`config.mk`:
```
export PLATFORM = sky130hd
export DESIGN_NAME = length_prefix_deframer_top
export DESIGN_NICKNAME = d
export VERILOG_FILES = /design/src/design/lpd_pkg.sv /design/src/design/lpd_in_stage.sv /design/src/design/lpd_deframe.sv /design/src/design/lpd_out_stage.sv /design/src/design/length_prefix_deframer_top.sv
export SDC_FILE = /design/constraint.sdc
export NUM_CORES = 1
export LEC_CHECK = 0
export ABC_CLOCK_PERIOD_IN_PS = 2900
export BUFFER_PORTS_ARGS = -buffer_cell sky130_fd_sc_hd__buf_4
export CAP_MARGIN = 20
export CORE_MARGIN = 3
export CORE_UTILIZATION = 53
export DETAILED_ROUTE_END_ITERATION = 8
export PLACE_DENSITY = 0.76
export SYNTH_ARGS = -nofsm -noshare
export SYNTH_HDL_FRONTEND = slang
export SYNTH_HIERARCHICAL = 1
export SYNTH_SLANG_ARGS = --single-unit
```
`constraint.sdc`:
```
create_clock -name clk_i -period 2.9 [get_ports clk_i]
set_clock_uncertainty 0.05 [all_clocks]
set_input_delay 0.58 -clock clk_i [delete_from_list [all_inputs] [get_ports clk_i]]
set_output_delay 0.58 -clock clk_i [all_outputs]
set_load 0.05 [all_outputs]
```
`src/design/lpd_pkg.sv`:
```
`timescale 1ns / 1ps
// ----------------------------------------------------------------------------
// lpd_pkg: shared types and constants of the length-prefix deframer
// Message class codes, header constants and the result record that travels
// from the deframe step to the output register.
// ----------------------------------------------------------------------------
package lpd_pkg;

  // Byte and length widths
  localparam int unsigned ByteW = 8;
  localparam int unsigned LenW  = 32;
  localparam int unsigned CntW  = 3;

  // Header is four bytes, big-endian
  localparam logic [CntW-1:0] HDR_LEN = 3'd4;

  // Reset value of the maximum payload length: 10 MiB
  localparam logic [LenW-1:0] RESET_MAX_LEN = 32'd10485760;

  // First-payload-byte type codes
  localparam logic [ByteW-1:0] TYPE_META  = 8'h01;
  localparam logic [ByteW-1:0] TYPE_CHUNK = 8'h02;

  typedef enum logic [1:0] {
    CLASS_META  = 2'd0,
    CLASS_CHUNK = 2'd1,
    CLASS_PLAIN = 2'd2
  } msg_class_e;

  // One result item
  typedef struct packed {
    logic [ByteW-1:0] payload_byte;
    msg_class_e       message_class;
    logic             first_of_message;
    logic             last_of_message;
    logic             too_large;
  } result_t;

endpackage

```
`src/design/lpd_in_stage.sv`:
```
`timescale 1ns / 1ps
// ----------------------------------------------------------------------------
// lpd_in_stage: input register of the deframer
// Captures one received byte per transfer and holds it until the deframe
// step takes it; refills in the same cycle the held byte is taken.
// ----------------------------------------------------------------------------
module lpd_in_stage import lpd_pkg::*; (
  input  logic             clk_i,
  input  logic             rst_ni,
  input  logic             in_valid_i,
  output logic             in_ready_o,
  input  logic [ByteW-1:0] in_byte_i,
  output logic             byte_valid_o,
  input  logic             byte_take_i,
  output logic [ByteW-1:0] byte_o
);

  logic             valid_q, valid_d;
  logic [ByteW-1:0] byte_q;
  logic             load;

  // Accept when empty or when the held byte leaves this cycle
  assign in_ready_o = !valid_q || byte_take_i;
  assign load       = in_valid_i && in_ready_o;

  always_comb begin
    valid_d = valid_q;
    if (load) begin
      valid_d = 1'b1;
    end else if (byte_take_i) begin
      valid_d = 1'b0;
    end
  end

  always_ff @(posedge clk_i or negedge rst_ni) begin
    if (!rst_ni) begin
      valid_q <= 1'b0;
    end else begin
      valid_q <= valid_d;
    end
  end

  // Payload holds without reset
  always_ff @(posedge clk_i) begin
    if (load) begin
      byte_q <= in_byte_i;
    end
  end

  assign byte_valid_o = valid_q;
  assign byte_o       = byte_q;

endmodule

```
`src/design/lpd_deframe.sv`:
```
`timescale 1ns / 1ps
// ----------------------------------------------------------------------------
// lpd_deframe: header collection and payload tagging
// Holds the framing state and the maximum-length register, and turns one
// byte into at most one result per cycle.
// ----------------------------------------------------------------------------
module lpd_deframe import lpd_pkg::*; (
  input  logic             clk_i,
  input  logic             rst_ni,
  input  logic             cfg_wr_en_i,
  input  logic [LenW-1:0]  cfg_wr_data_i,
  input  logic             byte_valid_i,
  input  logic [ByteW-1:0] byte_i,
  output logic             byte_take_o,
  input  logic             res_ready_i,
  output logic             res_valid_o,
  output result_t          res_o
);

  logic [LenW-1:0]  max_len_q, max_len_d;
  logic [LenW-1:0]  hdr_acc_q, hdr_acc_d;
  logic [CntW-1:0]  hdr_cnt_q, hdr_cnt_d;
  logic [LenW-1:0]  remain_q, remain_d;
  msg_class_e       class_q, class_d;
  logic             in_payload_q, in_payload_d;
  logic             halted_q, halted_d;

  logic [LenW-1:0]  acc_next;
  logic [CntW-1:0]  cnt_next;
  logic             first;
  logic             last;
  msg_class_e       cls;

  // Take a byte only when the result register can accept its outcome
  assign byte_take_o = byte_valid_i && res_ready_i;

  assign acc_next = {hdr_acc_q[LenW-ByteW-1:0], byte_i};
  assign cnt_next = hdr_cnt_q + 3'd1;
  assign first    = (hdr_cnt_q == HDR_LEN);
  assign last     = (remain_q <= 32'd1);

  // Decode the class from the first payload byte
  always_comb begin
    cls = class_q;
    if (first) begin
      case (byte_i)
        TYPE_META:  cls = CLASS_META;
        TYPE_CHUNK: cls = CLASS_CHUNK;
        default:    cls = CLASS_PLAIN;
      endcase
    end
  end

  // Next state and result
  always_comb begin
    max_len_d    = cfg_wr_en_i ? cfg_wr_data_i : max_len_q;
    hdr_acc_d    = hdr_acc_q;
    hdr_cnt_d    = hdr_cnt_q;
    remain_d     = remain_q;
    class_d      = class_q;
    in_payload_d = in_payload_q;
    halted_d     = halted_q;
    res_valid_o  = 1'b0;
    res_o        = '{payload_byte: '0, message_class: CLASS_META,
                     first_of_message: 1'b0, last_of_message: 1'b0, too_large: 1'b0};

    if (byte_take_o && !halted_q) begin
      if (!in_payload_q) begin
        hdr_acc_d = acc_next;
        hdr_cnt_d = cnt_next;
        if (cnt_next >= HDR_LEN) begin
          if (acc_next > max_len_q) begin
            // Oversized header: report once and halt
            halted_d             = 1'b1;
            hdr_acc_d            = '0;
            hdr_cnt_d            = '0;
            remain_d             = '0;
            res_valid_o          = 1'b1;
            res_o.too_large      = 1'b1;
          end else if (acc_next == '0) begin
            // Empty frame: drop and restart the header
            hdr_acc_d = '0;
            hdr_cnt_d = '0;
            remain_d  = '0;
          end else begin
            remain_d     = acc_next;
            in_payload_d = 1'b1;
          end
        end
      end else begin
        res_valid_o            = 1'b1;
        res_o.payload_byte     = byte_i;
        res_o.message_class    = cls;
        res_o.first_of_message = first;
        res_o.last_of_message  = last;
        if (first) begin
          class_d   = cls;
          hdr_cnt_d = '0;
          hdr_acc_d = '0;
        end
        if (last) begin
          hdr_acc_d    = '0;
          hdr_cnt_d    = '0;
          remain_d     = '0;
          in_payload_d = 1'b0;
        end else begin
          remain_d = remain_q - 32'd1;
        end
      end
    end
  end

  always_ff @(posedge clk_i or negedge rst_ni) begin
    if (!rst_ni) begin
      max_len_q    <= RESET_MAX_LEN;
      hdr_acc_q    <= '0;
      hdr_cnt_q    <= '0;
      remain_q     <= '0;
      class_q      <= CLASS_PLAIN;
      in_payload_q <= 1'b0;
      halted_q     <= 1'b0;
    end else begin
      max_len_q    <= max_len_d;
      hdr_acc_q    <= hdr_acc_d;
      hdr_cnt_q    <= hdr_cnt_d;
      remain_q     <= remain_d;
      class_q      <= class_d;
      in_payload_q <= in_payload_d;
      halted_q     <= halted_d;
    end
  end

endmodule

```
`src/design/lpd_out_stage.sv`:
```
`timescale 1ns / 1ps
// ----------------------------------------------------------------------------
// lpd_out_stage: result register of the deframer
// Holds one result until the downstream side takes it; reloads in the same
// cycle the held result is transferred.
// ----------------------------------------------------------------------------
module lpd_out_stage import lpd_pkg::*; (
  input  logic    clk_i,
  input  logic    rst_ni,
  input  logic    res_valid_i,
  output logic    res_ready_o,
  input  result_t res_i,
  output logic    out_valid_o,
  input  logic    out_ready_i,
  output result_t out_o
);

  logic    valid_q, valid_d;
  result_t res_q;

  // Free when empty or when the held result leaves this cycle
  assign res_ready_o = !valid_q || out_ready_i;

  always_comb begin
    valid_d = valid_q;
    if (res_valid_i) begin
      valid_d = 1'b1;
    end else if (out_ready_i) begin
      valid_d = 1'b0;
    end
  end

  always_ff @(posedge clk_i or negedge rst_ni) begin
    if (!rst_ni) begin
      valid_q <= 1'b0;
    end else begin
      valid_q <= valid_d;
    end
  end

  always_ff @(posedge clk_i) begin
    if (res_valid_i) begin
      res_q <= res_i;
    end
  end

  assign out_valid_o = valid_q;
  assign out_o       = res_q;

endmodule

```
`src/design/length_prefix_deframer_top.sv`:
```
`timescale 1ns / 1ps
// ----------------------------------------------------------------------------
// length_prefix_deframer_top: length-prefixed frame splitter
// Takes one received byte per transfer, collects a 4-byte big-endian length
// header and passes the payload bytes out tagged with message class and
// first/last marks. The block sustains one byte per clock while the master
// side accepts every result: each byte passes an input register, one
// combinational deframe step and a result register, and a payload byte is
// presented on the master side from the result register. The slave side
// stalls only while a held result waits on the master side. Header bytes and
// empty frames give no output. A header above the maximum length gives one
// error transfer (too_large set, all else zero), after which every byte is
// taken and dropped until reset. Write the maximum only while idle; it
// resets to 10 MiB.
// ----------------------------------------------------------------------------
module length_prefix_deframer_top import lpd_pkg::*; (
  input  logic             clk_i,
  input  logic             rst_ni,
  // Maximum payload length register
  input  logic             cfg_wr_en_i,
  input  logic [LenW-1:0]  cfg_wr_data_i,
  // Received bytes
  input  logic             s_axis_tvalid,
  output logic             s_axis_tready,
  input  logic [7:0]       s_axis_tdata,   // [7:0] rx_byte
  // Payload bytes
  output logic             m_axis_tvalid,
  input  logic             m_axis_tready,
  output logic [7:0]       m_axis_tdata,   // [7:0] payload_byte
  output logic [7:0]       m_axis_tuser,   // [1:0] message_class, [2] first_of_message,
                                           // [3] too_large, [7:4] zero
  output logic             m_axis_tlast    // last_of_message
);

  logic             byte_valid;
  logic             byte_take;
  logic [ByteW-1:0] byte_q;
  logic             res_valid;
  logic             res_ready;
  result_t          res;
  result_t          out;

  lpd_in_stage u_in (
    .clk_i        (clk_i),
    .rst_ni       (rst_ni),
    .in_valid_i   (s_axis_tvalid),
    .in_ready_o   (s_axis_tready),
    .in_byte_i    (s_axis_tdata),
    .byte_valid_o (byte_valid),
    .byte_take_i  (byte_take),
    .byte_o       (byte_q)
  );

  lpd_deframe u_deframe (
    .clk_i         (clk_i),
    .rst_ni        (rst_ni),
    .cfg_wr_en_i   (cfg_wr_en_i),
    .cfg_wr_data_i (cfg_wr_data_i),
    .byte_valid_i  (byte_valid),
    .byte_i        (byte_q),
    .byte_take_o   (byte_take),
    .res_ready_i   (res_ready),
    .res_valid_o   (res_valid),
    .res_o         (res)
  );

  lpd_out_stage u_out (
    .clk_i       (clk_i),
    .rst_ni      (rst_ni),
    .res_valid_i (res_valid),
    .res_ready_o (res_ready),
    .res_i       (res),
    .out_valid_o (m_axis_tvalid),
    .out_ready_i (m_axis_tready),
    .out_o       (out)
  );

  // Pack the result onto the stream
  assign m_axis_tdata = out.payload_byte;
  assign m_axis_tuser = {4'b0000, out.too_large, out.first_of_message, out.message_class};
  assign m_axis_tlast = out.last_of_message;

endmodule

```
# [After elaboration in Yosys (flattened, before gate mapping)]
# Index checks and enable logic that the tools add are counted.
# Widths: inputs -> output; s select.
[word_totals] reg_bits=118 latchBits=0 mem_bits_rw=0 mem_bits_ro=0 in_bits=45 output_inout_bits=19 elab_cells=74 mem_count=0
[classes] add_sub_neg=2 mul=0 div=0 magnitude_cmp=3 n_eq_ne=4 shift=0 mux=30 bitwise=2 reduce_logical=18
[ops] op="$mux 32" n=5
[ops] op="$mux 24" n=4
[ops] op="$gt 32x32->1" n=1
[ops] op="$le 32x1->1 const B" n=1
[ops] op="$logic_not 32->1" n=1
[ops] op="$sub 32x1->32 const B" n=1
[ops] op="$mux 3" n=6
[ops] op="$mux 1" n=13
[ops] op="$eq 8x1->1 const B" n=1
[ops] op="$eq 8x2->1 const B" n=1
[ops] op="$reduce_and 2->1" n=3
[ops] op="$reduce_bool 2->1" n=3
[ops] op="$pmux 2 s2" n=1
[ops] op="$reduce_and 4->1" n=1
[ops] op="$add 3x1->3 const B" n=1
[ops] op="$eq 3x3->1 const B" n=1
[ops] op="$ge 3x3->1 const B" n=1
[ops] op="$logic_and 1x1->1" n=3
[ops] op="$logic_not 1->1" n=3
[ops] op="$ne 3x3->1 const B" n=1
[ops] op="$reduce_and 3->1" n=1
[ops] op="$logic_or 1x1->1" n=2
[ops] op="$mux 2" n=1
[ops] op="$not 1->1" n=2
[ops] op="$reduce_or 2->1" n=1

# [Logic depth before layout (Yosys ltp)]
[depth] ltp_word=6 depth_mapped=10 mapped_depth_nobuf=9

# [Modules after synthesis]
# The synthesis kept the hierarchy.
[by_module_without_submodules] module="lpd_deframe" n_inst=1 cells_each=577 area_each_um2=5378.9 seq_area_each_um2=2381.0
[by_module_without_submodules] module="lpd_out_stage" n_inst=1 cells_each=16 area_each_um2=437.9 seq_area_each_um2=415.4
[by_module_without_submodules] module="lpd_in_stage" n_inst=1 cells_each=12 area_each_um2=294.0 seq_area_each_um2=265.3
[by_module_without_submodules] module="length_prefix_deframer_top" n_inst=1 cells_each=5 area_each_um2=33.8 seq_area_each_um2=0.0

# [Worst setup path before layout]
# OpenSTA, ideal clock, no wires.
[synth_timing] path_type="register to register" startpoint="register u_deframe.hdr_acc_q[22]" endpoint="register u_out.res_q, in the netlist u_out/out_o[0] (enable)" setup_time_ns=0.388 arrival_ns=2.731 t_required_ns=2.462 slack_ns=-0.269 stages_incl_launch_ff=8 path_buffers=0 period_less_slack_ns=3.169 path_cell_list="dfrtp_1 ha_1 nand4_1 or2_2 o22a_1 a21oi_1 o21ai_0 a21oi_1"
[synth_between] elab_chain_cells=5
[synth_lines] item="start: declaration" line_no="lpd_deframe.sv:21" source="logic [LenW-1:0] hdr_acc_q, hdr_acc_d;"
[synth_lines] item="start signal: assignment" line_no="lpd_deframe.sv:124" source="hdr_acc_q <= hdr_acc_d;"
[synth_lines] item="$gt 32x32->1" line_no="lpd_deframe.sv:72" source="if (acc_next > max_len_q) begin"
[synth_lines] item="$mux 1" line_no="lpd_deframe.sv:72"
[synth_lines] item="$mux 1"
[synth_lines] item="$mux 1" line_no="lpd_deframe.sv:68" source="if (!in_payload_q) begin"
[synth_lines] item="$mux 1" line_no="lpd_deframe.sv:67" source="if (byte_take_o && !halted_q) begin"
[synth_lines] item="named net res_valid" line_no="length_prefix_deframer_top.sv:38" source="logic res_valid;"
[synth_lines] item="end signal: assignment" line_no="lpd_out_stage.sv:43" source="res_q <= res_i;"
[synth_lines] item="end: declaration" line_no="lpd_out_stage.sv:19" source="result_t res_q;"
# The timed path passes the listed nets, and every way through them passes these cells.
# A chain may end at the register's enable or synchronous reset.

# [Final worst setup path]
[layout_timing] startpoint="register u_deframe.hdr_acc_q[19]" endpoint="register u_deframe.remain_q[29]"
[layout_between] elab_chain_cells=5 word_cells_on_any_way=6 cone_classes="1 x order compare; 4 x mux; 1 x reduce/logical"
[layout_lines] item="parallel branches: the longest is 2 deep, another holds $gt 32x32->1"
[layout_lines] item="$mux 32 (*)" line_no="lpd_deframe.sv:72"
[layout_lines] item="$mux 32 (*)" line_no="lpd_deframe.sv:71" source="if (cnt_next >= HDR_LEN) begin"
[layout_lines] item="$mux 32 (*)" line_no="lpd_deframe.sv:68"
[layout_lines] item="end signal: assignment" line_no="lpd_deframe.sv:126" source="remain_q <= remain_d;"
[layout_lines] item="end: declaration" line_no="lpd_deframe.sv:23" source="logic [LenW-1:0] remain_q, remain_d;"
# Mark *: on every way between the ends. The select of a mux whose other input is x is not followed.

==> results.ini <==
[yosys]
synth_warnings=6
ys_types=57
syn_area_sq_um=6140
yosysSeqAreaShare_pct=49.8
syn_inst=610
synth_top_cell_area_share_pct=38.3
yosys-top-cells-area=dfrtp_1 (38%), edfxtp_1 (10%), ha_1 (7.3%)
yosysTopAreaCell=dfrtp_1
postSynthAreaPerCell_sq_um=10.1
synth-async-reset-ratio_pct=82.2
synth_edf_count=21
synth_seq_cells=118
synthFlopType=dfrtp_1

[clock_network]
cts_tree=yes
ctsLongestPathBuffers=2
clk_latency_ns=0.42
clkSinkCount=118
numCtsBuffers=17
postCtsHoldBufs=0
path_clk_slew_ns=0.05
ctsHtreeMaxLevel=4
cts_root_buf=clkbuf_16

[worst_hold_path]
hold_path_class=input pin to asynchronous set/reset pin

[sta]
report.final.hold_viol_count=0
finalCriticalPeriod_ns=2.76
hold-worst-slack_ns=0.0425
grt_setup_unrepaired=false
finalWorstSetupSlack_ns=0.138
max_freq_mhz=362
relSlewSlack_pct=56.9
final-setup-viol-count=0
worst_pin_slew_ns=0.640
min_period_over_period_pct=95.2
tns_ns=0
finalMaxSlewViolations=0

[floorplanning]
io_pins=64
core_region_area_sq_um=11100
start_util_pct=55.5
die_width_um=114
die-area_sq_um=12900
core.rowCount=38
die_h_um=114

[detailed_routing]
vias=5374
drc_errors=0
initialDrtViolationCount=508
wl_mm=17.0
viasPerCell=6.28
ant_nets=0
wl_per_cell_um=19.9
firstDrtPassIters=5

[finish]
syn2layout_area_growth_pct=25.8
most-common-layout-cells=buf_4 (100), dfrtp_1 (94), o21ai_0 (59)
insertedDiodeCount=0
multiInputGateArea_sq_um=2800
fillCellCount=774
register_area_sq_um=3060
drive_gt1_share_pct=22.6
final_area_sq_um=7730
final_common_cell=buf_4
nets=784

[global_route]
antenna_found_initial=0
grt_first_pass_wirelength_mm=27.2
grt_max_degree=68
track_usage_pct=27.2
first_global_vias=5376
grt_overflow=0

[setup_path]
start_kind=register
r2r_slack_ns=0.14
timing.rr.end=u_deframe/remain_q[29]$_DFFE_PN0P_
worstSetupEndpointType=register
r2r_cells=9
required_ns=3.14
cp_max_fo=27
cp_data_arrival_time_ns=3.00
path_class=register to register
r2r_start=u_deframe/hdr_acc_q[19]$_DFFE_PN0P_

[placed_design]
gp_congestion=0.906
dpl.hpwl_mm=11.7
place.port_buffers=59
dpl_cell_area_sq_um=7030
place_ws_ns=0.0807

[job]
cap_violations=0

[pwr]
fin_total_pwr_mw=8.54
powerDensity_nw_per_um2=1100
leakage_nw=3.52
peakVddDrop_uv=787

[status]
status=complete, no violations

## per-stage QoR
step,util [%],std cells
finish,69.8,856
global route,69.8,856
CTS,69.4,855
detailed placement,63.5,823
global placement,63.5,823
floorplan,-,613
## power breakdown
part | switching, mW | internal [mW]
sequential | 0.468 | 2.25
combinational | 2.04 | 1.42
clock | 0.740 | 1.61
## area by class of cell
class / instances / area share (%)
Clock buffer: 23 / 6.33
Clock inverter: 9 / 2.20
Inverter: 44 / 2.14
Multi-Input combinational cell: 416 / 36.2
Sequential cell: 118 / 39.6
Tap cell: 140 / 2.27
Timing Repair Buffer: 106 / 11.3
## flip-flops by register name, indices dropped and copies added (netlist names)
| signal | count |
|---|---|
| u_deframe/class_q | 2 |
| u_deframe/halted_q | 1 |
| u_deframe/hdr_acc_q | 24 |
| u_deframe/hdr_cnt_q | 3 |
| u_deframe/in_payload_q | 1 |
| u_deframe/max_len_q | 32 |
| u_deframe/remain_q | 32 |
| u_in/byte_o | 8 |
| u_in/byte_valid_o | 1 |
| u_out/out_o | 13 |
| u_out/out_valid_o | 1 |
## worst max path at each step
stage | from | end | slack, ns | cells after the start
4_1_cts | u_deframe/hdr_acc_q[19]$_DFFE_PN0P_ | u_out/out_o[0]$_DFFE_PP_ | 0.04 | 8
5_1_grt | u_deframe/hdr_acc_q[6]$_DFFE_PN0P_ | u_out/out_o[10]$_DFFE_PP_ | 0.03 | 9
3_3_place_gp | u_deframe/hdr_acc_q[19]$_DFFE_PN0P_ | u_out/out_o[1]$_DFFE_PP_ | 0.18 | 8
6_report | u_deframe/hdr_acc_q[19]$_DFFE_PN0P_ | u_deframe/remain_q[29]$_DFFE_PN0P_ | 0.14 | 9
2_1_floorplan | u_deframe/hdr_acc_q[22]$_DFFE_PN0P_ | u_out/out_o[0]$_DFFE_PP_ | 0.09 | 7
3_5_place_dp | u_deframe/hdr_acc_q[19]$_DFFE_PN0P_ | u_out/out_o[2]$_DFFE_PP_ | 0.08 | 8
## worst max-delay path, stage by stage (launching register included)
cell,delay (ns)
dfrtp_1,0.42
ha_1,0.33
nand4_1,0.20
or2_2,0.34
nor3_1,0.22
o311a_1,0.31
buf_4,0.17
nor4_4,0.04
buf_12,0.19
a221o_1,0.36
## cell families after synthesis
logic type | count (synthesis) | share of synthesized area [%]
AO/OA/AOI/OAI | 171 | 19.6
XOR/XNOR | 3 | 0.428
buffers and inverters | 79 | 5.31
adder cells (fa/ha/maj) | 36 | 7.33
other | 1 | 0.0610
AND/OR/NAND/NOR | 200 | 17.1
flip-flops | 118 | 49.8
multiplexers | 2 | 0.366
## Yosys cell counts (all sizes together) (11+ instances only)
master / count
nor2: 34
nand4: 11
nand2: 56
clkbuf: 23
edfxtp: 21
a21oi: 27
o21ai: 61
nor4: 20
a221o: 27
a22o: 24
inv: 44
nand3: 13
dfrtp: 94
nor3: 22
ha: 36
buf: 12
## repair_timing
item	4_1_cts	5_1_grt
gates resized for setup	0	3
hold endpoints to repair	0	0
buffers inserted	0	1
endpoints found under the setup margin	0	21
## layer usage
metal | up-vias | routed length, um | share of wire (%) | GRT usage (%)
met5 | - | 0 | 0 | 0
met4 | 0 | 570 | 3.3 | 13.5
met3 | 51 | 1250 | 7.3 | 5.62
met2 | 264 | 8330 | 49 | 43.4
met1 | 2608 | 6900 | 40 | 35.5
li1 | 2451 | - | - | -
(Power assumes the default switching activity.)
